--- config.mk ---
export PLATFORM = sky130hd
export DESIGN_NAME = one_wire_rom_search_top
export DESIGN_NICKNAME = d
export VERILOG_FILES = /design/src/rtl/owrs_pkg.sv /design/src/rtl/one_wire_rom_search_top.sv
export SDC_FILE = /design/constraint.sdc
export NUM_CORES = 1
export LEC_CHECK = 0
export BUFFER_PORTS_ARGS = -buffer_cell sky130_fd_sc_hd__buf_2
export CAP_MARGIN = 20
export CORE_MARGIN = 1.5
export CORE_UTILIZATION = 49
export DETAILED_ROUTE_END_ITERATION = 12
export GPL_TIMING_DRIVEN = 0
export PLACE_DENSITY = 0.7
export SETUP_SLACK_MARGIN = 0.5
export SYNTH_ARGS = -nofsm -noshare
export SYNTH_HDL_FRONTEND = slang
export SYNTH_SLANG_ARGS = --single-unit
--- constraint.sdc ---
create_clock -name clk -period 3.3 [get_ports clk]
set_input_delay 0.33 -clock clk [delete_from_list [all_inputs] [get_ports clk]]
set_output_delay 0.33 -clock clk [all_outputs]
set_load 0.005 [all_outputs]
--- src/rtl/owrs_pkg.sv ---
// ----------------------------------------------------------------------------
// owrs_pkg
// shared types and codes for the search rom engine: item and result layouts,
// action and status codes, rom length limits
// ----------------------------------------------------------------------------
package owrs_pkg;

  // action codes
  localparam logic [1:0] ACT_BEGIN = 2'd0;
  localparam logic [1:0] ACT_PAIR  = 2'd1;
  localparam logic [1:0] ACT_CLEAR = 2'd2;

  // status codes
  localparam logic [2:0] ST_DIRECTION   = 3'd0;
  localparam logic [2:0] ST_FOUND       = 3'd1;
  localparam logic [2:0] ST_NO_PRESENCE = 3'd2;
  localparam logic [2:0] ST_NO_RESPONSE = 3'd3;
  localparam logic [2:0] ST_BAD_FAMILY  = 3'd4;
  localparam logic [2:0] ST_NO_MORE     = 3'd5;
  localparam logic [2:0] ST_READY       = 3'd6;
  localparam logic [2:0] ST_IGNORED     = 3'd7;

  // bit positions run from one; position past the last rom bit
  localparam logic [6:0] ROM_END_POS  = 7'd65;
  // positions below this lie in the family byte
  localparam logic [6:0] FAMILY_LIMIT = 7'd9;

  typedef struct packed {
    logic [1:0] action;
    logic       presence;
    logic       id_bit;
    logic       cmp_bit;
  } req_t;

  typedef struct packed {
    logic [2:0]  status;
    logic        direction;
    logic [63:0] found_rom;
    logic [3:0]  family_discrepancy;
  } rsp_t;

endpackage

--- src/rtl/one_wire_rom_search_top.sv ---
// ----------------------------------------------------------------------------
// one_wire_rom_search_top
// search rom engine at the decision level: one direction decision per bit pair
// ----------------------------------------------------------------------------
// path: an item is held in the input register, then goes through the
//   decision logic into the result register
// throughput: one item per cycle, back to back, with a stalled result held
//   in the result register while the next item waits in the input register
// reset: synchronous rst clears the search state (rom image, discrepancy
//   positions, last-device and active flags, bit position 1) and both valid flags
// ----------------------------------------------------------------------------
module one_wire_rom_search_top (
  input  logic            clk,
  input  logic            rst,
  input  logic            req_valid,
  output logic            req_stall,
  input  owrs_pkg::req_t  req,
  output logic            rsp_valid,
  input  logic            rsp_stall,
  output owrs_pkg::rsp_t  rsp
);
  import owrs_pkg::*;

  // input register
  logic s1_valid;
  req_t s1_req;

  // search state
  logic [63:0] rom_bits;
  logic [6:0]  last_discrepancy_pos;
  logic [3:0]  family_discrepancy_pos;
  logic        last_device_seen;
  logic [6:0]  bit_position;
  logic [6:0]  zero_branch_pos;
  logic        search_active;

  logic [63:0] rom_bits_next;
  logic [6:0]  last_discrepancy_pos_next;
  logic [3:0]  family_discrepancy_pos_next;
  logic        last_device_seen_next;
  logic [6:0]  bit_position_next;
  logic [6:0]  zero_branch_pos_next;
  logic        search_active_next;

  // decision results
  logic [2:0]  status;
  logic        dir;
  logic [63:0] rom_out;
  logic        do_clear;
  logic [5:0]  idx;

  // flow control: the result register frees up when empty or taken
  logic advance;
  logic s1_load;

  assign advance   = !rsp_valid || !rsp_stall;
  assign s1_load   = !s1_valid || advance;
  assign req_stall = !s1_load;

  always_comb begin
    rom_bits_next               = rom_bits;
    last_discrepancy_pos_next   = last_discrepancy_pos;
    family_discrepancy_pos_next = family_discrepancy_pos;
    last_device_seen_next       = last_device_seen;
    bit_position_next           = bit_position;
    zero_branch_pos_next        = zero_branch_pos;
    search_active_next          = search_active;
    status   = ST_IGNORED;
    dir      = 1'b0;
    rom_out  = '0;
    do_clear = 1'b0;
    // rom bit index of the current position, wraps like the position does
    idx      = 6'(bit_position - 7'd1);

    unique case (s1_req.action)
      ACT_BEGIN: begin
        if (last_device_seen) begin
          do_clear = 1'b1;
          status   = ST_NO_MORE;
        end else if (!s1_req.presence) begin
          do_clear = 1'b1;
          status   = ST_NO_PRESENCE;
        end else begin
          // start or restart a pass, discrepancy history kept
          bit_position_next    = 7'd1;
          zero_branch_pos_next = 7'd0;
          search_active_next   = 1'b1;
          status               = ST_READY;
        end
      end
      ACT_PAIR: begin
        if (search_active) begin
          if (s1_req.id_bit && s1_req.cmp_bit) begin
            // nobody drove the bus low in either slot
            do_clear = 1'b1;
            status   = ST_NO_RESPONSE;
          end else begin
            if (s1_req.id_bit != s1_req.cmp_bit) begin
              // all remaining devices agree on this bit
              dir = s1_req.id_bit;
            end else begin
              // discrepancy: follow the old path, take one at the old fork,
              // zero past it
              if (bit_position < last_discrepancy_pos) begin
                dir = rom_bits[idx];
              end else begin
                dir = (bit_position == last_discrepancy_pos);
              end
              if (!dir) begin
                zero_branch_pos_next = bit_position;
                if (bit_position < FAMILY_LIMIT) begin
                  family_discrepancy_pos_next = bit_position[3:0];
                end
              end
            end
            rom_bits_next[idx] = dir;
            bit_position_next  = 7'(bit_position + 7'd1);
            status             = ST_DIRECTION;
            if (bit_position_next >= ROM_END_POS) begin
              // last bit of the rom: close the pass
              search_active_next        = 1'b0;
              last_discrepancy_pos_next = zero_branch_pos_next;
              if (zero_branch_pos_next == 7'd0) begin
                last_device_seen_next = 1'b1;
              end
              if (rom_bits_next[7:0] == 8'd0) begin
                do_clear = 1'b1;
                status   = ST_BAD_FAMILY;
              end else begin
                rom_out = rom_bits_next;
                status  = ST_FOUND;
              end
            end
          end
        end
      end
      ACT_CLEAR: begin
        do_clear = 1'b1;
        status   = ST_READY;
      end
      default: begin
        // unused action code, nothing changes
      end
    endcase

    if (do_clear) begin
      rom_bits_next               = '0;
      last_discrepancy_pos_next   = '0;
      family_discrepancy_pos_next = '0;
      last_device_seen_next       = 1'b0;
      bit_position_next           = 7'd1;
      zero_branch_pos_next        = '0;
      search_active_next          = 1'b0;
    end
  end

  // input register: takes a transfer whenever the slot is free or moving on
  always_ff @(posedge clk) begin
    if (rst) begin
      s1_valid <= 1'b0;
    end else if (s1_load) begin
      s1_valid <= req_valid;
    end
    if (s1_load) begin
      s1_req <= req;
    end
  end

  // search state moves only when an item is decided
  always_ff @(posedge clk) begin
    if (rst) begin
      rom_bits               <= '0;
      last_discrepancy_pos   <= '0;
      family_discrepancy_pos <= '0;
      last_device_seen       <= 1'b0;
      bit_position           <= 7'd1;
      zero_branch_pos        <= '0;
      search_active          <= 1'b0;
    end else if (s1_valid && advance) begin
      rom_bits               <= rom_bits_next;
      last_discrepancy_pos   <= last_discrepancy_pos_next;
      family_discrepancy_pos <= family_discrepancy_pos_next;
      last_device_seen       <= last_device_seen_next;
      bit_position           <= bit_position_next;
      zero_branch_pos        <= zero_branch_pos_next;
      search_active          <= search_active_next;
    end
  end

  // result register: holds while stalled
  always_ff @(posedge clk) begin
    if (rst) begin
      rsp_valid <= 1'b0;
    end else if (advance) begin
      rsp_valid <= s1_valid;
    end
    if (s1_valid && advance) begin
      rsp.status             <= status;
      rsp.direction          <= dir;
      rsp.found_rom          <= rom_out;
      rsp.family_discrepancy <= family_discrepancy_pos_next;
    end
  end

endmodule

==> qor.yml, run 1 <==
grt_pass1_wl_um: 47900
synth.avg_cell_area_um2: 8.82
violations: "negative setup slack"
die_area_um2: 19200
row_count: 49
vias_per_cell: 6.38
end_kind: "register"
route.vias.total: 9135
startpoint: "bit_position[1]$_SDFFE_PP0P_"
fin_crit_sh: 1.02
path_max_fanout: 9
diodes: 0
yosys_warnings: 0
hpwl_um: 20100
grt_overflow_total: 0
htree_levels: 4
clockBufferDepth: 2
clock-skew-final_ns: 0.00946
fmax_mhz: 296
ys_seq_area_frac: 0.464
coreArea_um2: 18000
crit_path_start_kind: "register"
synth-seq-cells: 170
synth.distinct_cells: 73
clk_latency_ns: 0.44
wl_per_cell_um: 22.0
r2r-start: "bit_position[1]$_SDFFE_PP0P_"
synthCells: 1020
die_width_um: 138
cts_tree: "built"
place.port_buffers: 81
clkSinkCount: 170
cts_buffers: 17
hp-class: "in2reg"
clk_pin_slew_ns: 0.07
hold_buffers: 0
power.leakage_nw: 4.11
layout.cells.non_filler: 1432
ios: 83
postRouteAntennaNets: 0
hold_violations: 0
reg2reg_slack_ns: -0.08
outcome: "finished, violations left"
place.gp.congestion: 0.971
dp_cells: 1331
drive_above_1_share: 0.337
grt_setup_unrepaired: "yes"
cts-root-buf: "clkbuf_16"
max_cap_violations: 0
worstPathRequired_ns: 3.49
wl_um: 31500
die_h_um: 138
slew_headroom: 0.301
power_mw: 4.80
power_density_nw_per_um2: 386
antenna_found_initial: 0
synth_fp_nets: 1039
grt_pass1_vias: 8513
route.detailed.drc: 0
slew_violations: 0
fin_setup_tns_ns: -3.11
ir_drop_mv: 0.373
finalCriticalPeriod_ns: 3.38
synth-async-reset-ratio: 0
hold_start: "req[3]"
firstDrtPassIters: 5
syn_area_um2: 8990
worst_pin_slew_ns: 1.04
grt_max_degree: 53
worstPathArrival_ns: 3.57
synth_edf_count: 77
groute.usage.overall: 0.319
synthFlopType: "dfxtp_1"
critPathKind: "reg2reg"
drtIter0Drc: 983
layout_setup_ws_ns: -0.0770
num-nets-final: 1209
setup_viol: 103
start_util: 0.501
syn_to_final_growth_pct: 38.2
cells in the final DEF, fill, tap and decap left out, types with 23 or more instances in the layout:
master,Yosys,final
nand2_1,119,117
dfxtp_1,93,91
buf_2,23,86
nor2_1,88,80
edfxtp_1,77,77
o21ai_0,102,76
a21oi_2,2,60
a21oi_1,115,49
nand3_1,54,46
clkbuf_1,50,39
buf_4,2,35
or3_1,40,35
o21ai_1,3,26
clkbuf_16,0,23
path summary, 6_finish.rpt:
path,to,depth (start not counted)
hold / removal,s1_req[3]$_DFFE_PN_,1
hold reg to reg,rom_bits[8]$_SDFFE_PP0P_,2
setup reg to reg,rsp[63]$_SDFFCE_PP0P_,16
setup / recovery,rsp[63]$_SDFFCE_PP0P_,16
cell type report:
type                       count  area [um^2]
buffer                        84          713
clock buffer                  19          433
clock inverter                13          126
fill                        1357         5530
inverter                      16         75.1
multi-input combinational    750         5190
sequential                   170         4180
tap                          229          287
timing repair buffer         151         1420
state kept, by name, indices dropped and copies added (netlist names):
signal,count
search_active,1
s1_valid,1
rsp,72
family_discrepancy_pos,4
rom_bits,64
zero_branch_pos,7
s1_req,5
bit_position,7
last_discrepancy_pos,7
last_device_seen,1
rsp_valid,1
per-layer routing:
| metal | track usage | wire (um) | up-vias |
|---|---|---|---|
| met5 | 0 | 0 | - |
| met3 | 0.0665 | 2830 | 136 |
| met4 | 0.199 | 1930 | 0 |
| met2 | 0.501 | 14700 | 572 |
| li1 | - | - | 4112 |
| met1 | 0.402 | 12100 | 4315 |
power by group:
group	internal (mW)	switching (mW)
Sequential	2.24	0.0165
Clock	1.11	0.867
Combinational	0.252	0.311
kinds of logic (layout without fill, tap and decap cells):
family,count (synthesis),after routing,synth area share
AO/OA/AOI/OAI,323,323,0.219
XOR/XNOR,5,5,0.00696
adder cells (fa/ha/maj),10,10,0.0139
buffers and inverters,100,283,0.0491
flip-flops,170,170,0.464
multiplexers,45,45,0.0559
AND/OR/NAND/NOR,367,367,0.191
critical path, stage by stage (launching register included):
cell and delay (ns):
dfxtp_4 0.36, buf_8 0.10, clkinv_4 0.05, ha_4 0.18, xor2_4 0.18, buf_4 0.16
bufbuf_16 0.26, nand3_1 0.07, a21boi_1 0.06, o311a_1 0.39, nor4_4 0.41, a21oi_4 0.16
nor2b_4 0.19, buf_12 0.17, buf_8 0.14, mux2i_2 0.17, nor2_1 0.06
metrics by stage:
| stage | worst slack, ns | hold slack (ns) | area [um^2] | utilization |
|---|---|---|---|---|
| after global placement | -0.484 | 0.454 | 9960 | 0.554 |
| after detailed placement | -0.520 | 0.463 | 9990 | 0.556 |
| final | -0.0770 | 0.0572 | 12400 | 0.692 |
| after global routing | -0.199 | 0.0531 | 12400 | 0.692 |
| after CTS | -0.0324 | 0.0538 | 12000 | 0.669 |
| after floorplan | 0.359 | 0.429 | 9270 | - |
synth_stat cells (all sizes together) (5+ instances only):
| master | instances | area, um^2 |
|---|---|---|
| edfxtp | 77 | 2310 |
| nand4 | 6 | 37.5 |
| mux2 | 12 | 135 |
| clkbuf | 50 | 188 |
| ha | 10 | 125 |
| nor2 | 88 | 330 |
| o21a | 6 | 45.0 |
| nand3 | 54 | 270 |
| a21oi | 117 | 593 |
| or3 | 40 | 250 |
| o21ai | 105 | 526 |
| nand2b | 7 | 43.8 |
| a22o | 10 | 87.6 |
| buf | 34 | 194 |
| nand2 | 119 | 447 |
| and2 | 5 | 33.8 |
| or4 | 5 | 37.5 |
| dfxtp | 93 | 1860 |
| inv | 15 | 56.3 |
| and3 | 5 | 31.3 |
| a22oi | 28 | 210 |
| a311oi | 7 | 61.3 |
| nor3 | 20 | 100 |
| a21o | 5 | 38.8 |
| nor2b | 5 | 31.3 |
| mux2i | 30 | 300 |
repair_timing:
item                                    4_1_cts  5_1_grt
gates resized for setup                     179       67
gates cloned                                 14        4
endpoints found under the setup margin      161      162
buffers inserted                             41       10
pin swaps                                    36       17
Power figures use the tool's default switching activity.
==> inputs of run 2 (changes only) <==
--- a/config.mk
+++ b/config.mk
@@ -11,7 +11,7 @@
 export CORE_UTILIZATION = 49
 export DETAILED_ROUTE_END_ITERATION = 12
 export GPL_TIMING_DRIVEN = 0
-export PLACE_DENSITY = 0.7
+export PLACE_DENSITY_LB_ADDON = 0.05
 export SETUP_SLACK_MARGIN = 0.5
 export SYNTH_ARGS = -nofsm -noshare
 export SYNTH_HDL_FRONTEND = slang
==> constraint.sdc (replaced) <==
create_clock -name clk -period 4.34 [get_ports clk]
set_input_delay 0.434 -clock clk [delete_from_list [all_inputs] [get_ports clk]]
set_output_delay 0.434 -clock clk [all_outputs]
set_load 0.005 [all_outputs]
==> run 2 against run 1 <==
The run now ends clean. Highest routed layer unchanged. Sequential share of layout area rose by 5.8 points. Die area did not move. Cell count fell by 4.4%. Clock power fell by 20%. Design area fell by 15%. Largest power group unchanged.
==> qor.yml, run 2 (synthesis results as in run 1) <==
setup_viol: 0  # -100%
hold_buffers: 0  # unchanged
final_common_cell: "nand2_1"
place.gp.congestion: 1.00  # +3.1%
regMostFlops: "rsp"
placed_area_um2: 9710  # -2.7%
route.vias.total: 8576  # -6.1%
clockBufferDepth: 2  # unchanged
grt_pass1_vias: 7796  # -8.4%
max_cap_violations: 0  # unchanged
grt_max_degree: 55  # +3.8%
dp_cells: 1331  # unchanged
clock-skew-final_ns: 0.00770  # -0.00176 ns
cts_buffers: 17  # unchanged
wl_per_cell_um: 21.2  # -3.5%
postRouteAntennaNets: 0  # unchanged
syn_to_final_growth_pct: 17.6
drive_above_1_share: 0.181  # -0.157
clk_pin_slew_ns: 0.07  # about the same
die_h_um: 138  # unchanged
path_max_fanout: 10  # +1
finalCriticalPeriod_ns: 3.77  # +0.393 ns
clkSinkCount: 170  # unchanged
cts-root-buf: "clkbuf_16"
hpwl_um: 20500  # +2.1%
largest_reg_flops: 72  # unchanged
die_area_um2: 19200  # unchanged
cpPeakStageDelay_ns: 0.67  # +0.26 ns
vias_per_cell: 6.26  # -1.8%
worst_pin_slew_ns: 1.25  # +0.211 ns
diodes: 0  # unchanged
pwr-share-seq: 0.483  # +0.012
layout.cells.non_filler: 1369  # -4.4%
wl_um: 29000  # -7.8%
hp-class: "in2reg"
crit_path_cell_trace: "buf_4 > o31ai_1 > and2_1 > o311ai_0 > o311a_1 > nor4_4 > a21o_2 > a21oi_1 > o21ai_2 > clkbuf_4 > nor2_1"
cts_tree: "built"
end_kind: "register"
slew_headroom: 0.160  # -0.141
route.detailed.drc: 0  # unchanged
fmax_mhz: 265  # -10%
row_count: 49  # unchanged
ios: 83  # unchanged
final_cell_mix: "nand2_1 (118), a21oi_1 (114), o21ai_0 (101)"
ir_drop_mv: 0.306  # -18%
antenna_found_initial: 0  # unchanged
intPower_mw: 2.72  # -25%
clk_latency_ns: 0.44  # about the same
comb_power_share: 0.073  # -0.044
grt_pass1_wl_um: 44900  # -6.3%
power_density_nw_per_um2: 337  # -13%
critPathKind: "reg2reg"
top_regs: "rsp x72, rom_bits x64"
worstPathArrival_ns: 4.09  # +0.52 ns
crit_path_start_kind: "register"
worstPathRequired_ns: 4.66  # +1.17 ns
power.leakage_nw: 3.42  # -17%
die_width_um: 138  # unchanged
place.port_buffers: 81  # unchanged
start_util: 0.501  # unchanged
fin_crit_sh: 0.869  # -0.155
hold_violations: 0  # unchanged
firstDrtPassIters: 6  # +1
slew_violations: 0  # unchanged
p_switching_mw: 0.845  # -29%
grt_overflow_total: 0  # unchanged
p_sw_frac: 0.237  # -0.0117
clkPwrFrac: 0.444  # +0.033
num-nets-final: 1147  # -5.1%
fin_area_um2: 10600  # -15%
coreArea_um2: 18000  # unchanged
htree_levels: 4  # unchanged
drtIter0Drc: 918  # -6.6%
critPathSlowestCell: "o31ai_1"
groute.usage.overall: 0.300  # -0.0181
grt_setup_unrepaired: "no"
outcome: "finished, final reports clean"
[run 2: power groups by stage]
stage / Sequential (mW) / Combinational (mW) / Clock, mW
after CTS: 1.72 / 0.244 / 1.59
after floorplan: 1.76 / 0.129 / 0
after detailed placement: 1.76 / 0.240 / 0
after global routing: 1.72 / 0.275 / 1.66
after global placement: 1.76 / 0.233 / 0
final: 1.72 / 0.259 / 1.58
[run 2: per-layer routing]
metal | wire [um] | vias to the layer above | GRT usage | share of wire
met5 | 0 | - | 0 | 0
met4 | 1240 | 0 | 0.140 | 0.043
met3 | 2300 | 79 | 0.0454 | 0.079
met2 | 13100 | 477 | 0.461 | 0.45
met1 | 12400 | 4060 | 0.419 | 0.43
li1 | - | 3960 | - | -
[run 2: metrics by stage]
stage | TNS, ns | setup WS, ns | power [mW] | hold WS (ns) | util
after floorplan | 0 | 0.760 | 1.89 | 0.441 | -
after detailed placement | -32.54 | -0.349 | 2.00 | 0.463 | 0.541
final | 0 | 0.570 | 3.56 | 0.166 | 0.589
after CTS | 0 | 0.515 | 3.55 | 0.162 | 0.581
after global placement | -64.19 | -1.06 | 1.99 | 0.455 | 0.539
after global routing | 0 | 0.504 | 3.65 | 0.168 | 0.589
[run 2: final cells by class]
| type | instances | area, um^2 |
|---|---|---|
| fillers | 1663 | 7390 |
| multi-input cells | 750 | 4510 |
| flip-flops and latches | 170 | 4180 |
| repair buffers | 89 | 489 |
| clock buffers | 20 | 457 |
| plain buffers | 84 | 453 |
| well taps | 229 | 287 |
| clock inverters | 11 | 144 |
| inverters | 16 | 63.8 |
[run 2: path summary, 6_finish.rpt]
check,cells past startpoint,slack (ns),endpoint,start
max,11,0.57,rom_bits[6]$_SDFFE_PP0P_,bit_position[2]$_SDFFE_PP0P_
min,1,0.17,s1_req[3]$_DFFE_PN_,req[3]
max reg2reg,11,0.57,rom_bits[6]$_SDFFE_PP0P_,bit_position[2]$_SDFFE_PP0P_
min reg2reg,2,0.47,last_discrepancy_pos[5]$_SDFFE_PP0P_,last_discrepancy_pos[5]$_SDFFE_PP0P_
[run 2: critical path, delay by kind of cell (launching register included)]
| kind | cells | cell delay (ns) |
|---|---|---|
| AND/OR/NAND/NOR | 3 | 0.77 |
| buffers and inverters | 2 | 0.53 |
| flip-flops | 1 | 0.32 |
| AO/OA/AOI/OAI | 6 | 2.01 |
[run 2: what timing repair did]
action	in CTS	in global routing
buffers inserted	5	2
resized for setup	30	39
setup endpoints to repair	161	146
gates cloned	0	0
pin swaps	4	6
